### src/rtl/rcnh_sqrt.sv
module rcnh_sqrt #(
    parameter int RW = 33
)(
    input  logic            clk,
    input  logic            rst_n,
    input  logic            start,
    input  logic [2*RW-1:0] radicand,
    output logic [RW-1:0]   root,
    output logic            done
);

    localparam int CNT_W = $clog2(RW + 1);

    logic             busy_reg;
    logic             done_reg;
    logic [CNT_W-1:0] cnt_reg;
    logic [2*RW-1:0]  rad_reg;
    logic [RW:0]      rem_reg;
    logic [RW-1:0]    root_reg;

    logic [RW+2:0]    rem_t;
    logic [RW+2:0]    trial;
    logic [RW+2:0]    rem_d;
    logic             ge;

    // one result bit a cycle, two radicand bits shifted in
    always_comb
    begin
        rem_t = {rem_reg, rad_reg[2*RW-1:2*RW-2]};
        trial = {1'b0, root_reg, 2'b01};
        ge    = rem_t >= trial;
        rem_d = rem_t - trial;
    end

    always_ff @(posedge clk or negedge rst_n)
    begin
        if (!rst_n)
        begin
            busy_reg <= 1'b0;
            done_reg <= 1'b0;
            cnt_reg  <= '0;
        end
        else
        begin
            done_reg <= 1'b0;
            if (start)
            begin
                busy_reg <= 1'b1;
                cnt_reg  <= '0;
            end
            else if (busy_reg)
            begin
                cnt_reg <= cnt_reg + 1'b1;
                if (cnt_reg == CNT_W'(RW - 1))
                begin
                    busy_reg <= 1'b0;
                    done_reg <= 1'b1;
                end
            end
        end
    end

    always_ff @(posedge clk)
    begin
        if (start)
        begin
            rad_reg  <= radicand;
            rem_reg  <= '0;
            root_reg <= '0;
        end
        else if (busy_reg)
        begin
            rad_reg <= rad_reg << 2;
            if (ge)
            begin
                rem_reg  <= rem_d[RW:0];
                root_reg <= {root_reg[RW-2:0], 1'b1};
            end
            else
            begin
                rem_reg  <= rem_t[RW:0];
                root_reg <= {root_reg[RW-2:0], 1'b0};
            end
        end
    end

    assign root = root_reg;
    assign done = done_reg;

endmodule

### config.mk
export PLATFORM = sky130hd
export DESIGN_NAME = rcnh_sqrt
export DESIGN_NICKNAME = d
export VERILOG_FILES = /design/src/rtl/rcnh_sqrt.sv
export SDC_FILE = /design/constraint.sdc
export NUM_CORES = 1
export LEC_CHECK = 0
export ABC_AREA = 1
export BUFFER_PORTS_ARGS = -buffer_cell sky130_fd_sc_hd__buf_2
export CORE_ASPECT_RATIO = 0.75
export CORE_MARGIN = 2
export CORE_UTILIZATION = 50
export CTS_CLUSTER_SIZE = 14
export DETAILED_ROUTE_END_ITERATION = 6
export PLACE_DENSITY = 0.71
export SYNTH_ARGS = -nofsm -noshare
export SYNTH_HDL_FRONTEND = slang
export SYNTH_SLANG_ARGS = --single-unit
### constraint.sdc
create_clock -name clk -period 7.5 [get_ports clk]
set_input_delay 2.25 -clock clk [delete_from_list [all_inputs] [get_ports clk]]
set_output_delay 2.25 -clock clk [all_outputs]
set_load 0.02 [all_outputs]
# Word level (Yosys, flattened, before mapping)
# Index checks and enable logic that the tools add are counted.
[totals]
mem_bits_ro = 0
mem_count = 0
ramBits = 0
reg_bits = 141
word_cells = 23
out_inout_bits = 34
latch_bits = 0
input_bits = 69
[op_classes]
mul = 0
addsub = 2
n_mux = 12
shifts = 0
div = 0
reduce_logical = 1
n_eq_ne = 1
n_lt_le_gt_ge = 1
bitwise = 0
[ops]
columns = ["cell", "count"]
rows = [
  ["2-to-1 mux 66 bit", 2],
  ["greater-or-equal comparator 36 x 35 -> 1 bit", 1],
  ["2-to-1 mux 34 bit", 1],
  ["subtractor 34 bit", 1],
  ["2-to-1 mux 6 bit", 2],
  ["2-to-1 mux 1 bit", 7],
  ["adder 6 x 1 -> 6 bit, second input constant", 1],
  ["equality test 6 bit, second input constant", 1],
  ["nonzero test 2 bit", 1],
]

# Longest topological paths before layout
[logic_depth]
word_depth = 4
depth_mapped = 18
ltp_nobuf = 16

# Least setup slack after synthesis
# No wires, ideal clock.
[synth_timing]
path_kind = "input port to flip-flop"
start = "input port start"
end = "register rad_reg[0] (enable)"
slack_ns = 2.311
n_path_buf = 2
arrival_time_ns = 4.733
path_stages = 4
required_time_ns = 7.044
setup_time_ns = 0.456
cell_sequence = "clkbuf_1 > nor2_1 > clkinv_1 > clkbuf_1"
[synth_between]
elab_chain_len = 1
[synth_lines]
columns = ["element", "line_no", "source"]
rows = [
  ["start, declared", "6", "input logic start,"],
  ["nonzero test 2 bit (no line)", "--", ""],
  ["end signal, assigned", "67", "rad_reg <= radicand;"],
  ["end signal, assigned", "73", "rad_reg <= rad_reg << 2;"],
  ["end, declared", "17", "logic [2*RW-1:0] rad_reg;"],
]
# No other way between the ends.
# A chain may end at the register's enable or synchronous reset.

# Final worst setup path
[layout_timing]
start = "input port start"
end = "register rad_reg[4] (enable)"
# Same word-level chain as after synthesis.

==> flow_summary.toml <==
[outcome]
status = "complete, no violations"

[worst_setup_path]
rr_worst_depth = 13
critPathKind = "input port to register"
cp_data_required_time_ns = 7.57
arrival_ns = 4.20
cp.buffers_inverters = 4
path_common_cell = "buf_4"
timing.rr.start = "root[21]"
crit_family = "buffers and inverters"
regToRegEndpoint = "rem_reg[27]"
r2r_slack_ns = 4.15
cp_max_fo = 56
worstSetupEndpointType = "register"
slowest_stage = "buf_4"
worst_setup_path_start_kind = "input port"
crit_path_max_incr_delay_ns = 0.58
cp_cell_sequence = "buf_2 > nor2_2 > buf_4 > inv_4 > buf_4"

[power_and_ir_drop]
powerDensity_nw_per_um2 = 412.4
intPower_mw = 2.133
power_mw = 3.907
seq_power_share = 0.255
netSwitchingFraction = 0.4542
ir_drop_uv = 182.0
p_sw_mw = 1.774
combPwrFrac = 0.513
power_frac_clock = 0.232
p_leak_nw = 5.003

[yosys]
ys_seq_area_frac = 0.4301
synth_fa_ha_area_frac = 0.05651
synth.area.top_cells = "nand2_1 24%, edfxtp_1 24%, dfxtp_1 16%, inv_1 6.3%, ha_1 5.7%"
synth-xor-area-share = 0.02031
yosys.area_share.simple = 0.3391
synth_cells = 1166
syn_nets = 1272
synth.area.mux_share = 0
syn-cell-area_um2 = 8192
synth_compound_area_frac = 0.06965
netlist.top_cell.by_area = "nand2_1"
synth_top_family_by_area = "simple AND/OR/NAND/NOR gates"
synth_top_area_share = 0.2429
synth.distinct_cells = 36
yosysWarnings = 0
synth-seq-cells = 141
post_synth.cell_area_avg_um2 = 7.025

[finish]
fin_util = 0.5915
final_area_um2 = 9473
antenna_cells = 0
drive_gt1_frac = 0.1243
largest_register_ffs = 66
nets = 1364
layout_commonest_cell = "nand2_1"
final_cell_mix = "530 x nand2_1, 137 x inv_1, 102 x buf_2"
syn_to_final_growth_pct = 15.64
final-instance-count-excl-fill = 1481

[placement]
place_ws_ns = 2.912
dp_cells = 1449
io_buffers = 102
globalplace.congestion = 0.9730
hpwlAfterDp_mm = 14.37
placed_area_um2 = 8845

[drt]
num_vias = 7499
dr.pass1.iters = 5
drc = 0
routed_via_density = 5.063
wl_mm = 20.15
drt_iter0_markers = 716
wl_per_cell_um = 13.60
ant_nets = 0

[run]
maxCapViolations = 0

[worst_hold_path]
hold_end = "rem_reg[18]"
whs_path_depth = 2
hp-class = "register to register"
min_from = "rem_reg[18]"

[global_routing]
grt_pass1_vias = 6731
grt.overflow.total = 0
antenna_found_initial = 0
grt_start_max_net_pins = 70
grt_pass1_wl_mm = 32.83
gr-usage-all-layers = 0.2332

[timing]
min_period_ns = 4.129
max_freq_mhz = 242.2
setup_tns_ns = 0
finalCritPeriodShare = 0.5506
timing.hold.ws_ns = 0.4733
fin_ws_ns = 3.371
relSlewSlack = 0.2875
worstMarginPinSlew_ns = 1.069
finalSetupViolCount = 0
finalClockSkew_ns = 0.009927
rsz0062_at_grt = "false"
hold_viol = 0
slew_viol_final = 0

[cts]
cts-htree-levels = 4
cts_setup_buffers = 0
path_clk_slew_ns = 0.06
post_cts_resized = 0
cts_tree = "done"
cts_root_buf = "clkbuf_16"
cts_hold_buf = 0
insertion_delay_ns = 0.44
cts_made_buffers = 17
clock-sinks = 141
ctsLongestPathBuffers = 2

[die]
rows = 40
initial_utilization = 0.5115
fp.dieH_um = 114.9
io_pins = 103
die_x_um = 151.8
coreArea_um2 = 16020
dieArea_um2 = 17430
-- worst min-delay path: stages, from the launching register on --
cell and delay (ns):
dfxtp_1 0.32, nand2_1 0.06, nand2_1 0.04
-- synth_stat cells, drive strengths merged --
master and number:
a21boi 1, a21oi 36, a31oi 1, and3 1, buf 11, clkbuf 23, clkinv 2, dfrtp 8
dfxtp 67, edfxtp 66, ha 37, inv 138, nand2 533, nand3 66, nand3b 3, nand4 6
nor2 76, nor3 9, nor4 1, o211ai 1, o21a 1, o21ai 18, o21bai 9, o22ai 32
or2 1, xnor2 9, xor2 10
-- power groups by stage --
| stage | Sequential (mW) | Combinational (mW) | Clock, mW |
|---|---|---|---|
| CTS | 0.996 | 1.97 | 0.920 |
| global placement | 1.01 | 1.93 | 0 |
| detailed placement | 1.01 | 1.95 | 0 |
| floorplan | 0.997 | 1.54 | 0 |
| finish | 0.996 | 2.01 | 0.906 |
| global route | 1.01 | 2.27 | 0.949 |
-- cell type report --
cell class	count	area, µm²
Timing Repair Buffer	107	548.0
Clock buffer	17	425.4
Inverter	140	528.0
Clock inverter	15	202.7
Multi-Input combinational cell	851	3983
Fill cell	1550	6543
Sequential cell	141	3523
Tap cell	210	262.8
-- cells by family (layout without fill, tap and decap cells) --
logic type      count (synthesis)  after routing
buf+inv                       174            279
compound gates                 99             99
fa+ha+maj                      37             37
simple gates                  696            696
flops                         141            141
xor+xnor                       19             19
-- layer usage --
metal / part of all wire / vias up / track usage
met3: 0.080 / 17 / 0.05918
met2: 0.40 / 240 / 0.3369
met5: 0 / - / 0
met4: 0.010 / 0 / 0.07352
li1: - / 3879 / -
met1: 0.51 / 3363 / 0.3431
-- how the worst max path moves through the flow --
stage	from	to	slack (ns)	depth (start not counted)
after CTS	start	rad_reg[0]	3.38	5
after floorplan	start	rad_reg[0]	2.31	4
after global routing	start	rem_reg[26]	3.24	8
after detailed placement	start	rad_reg[51]	2.91	5
final	start	rad_reg[4]	3.37	5
after global placement	start	rad_reg[51]	2.94	5
(Power assumes the default switching activity.)
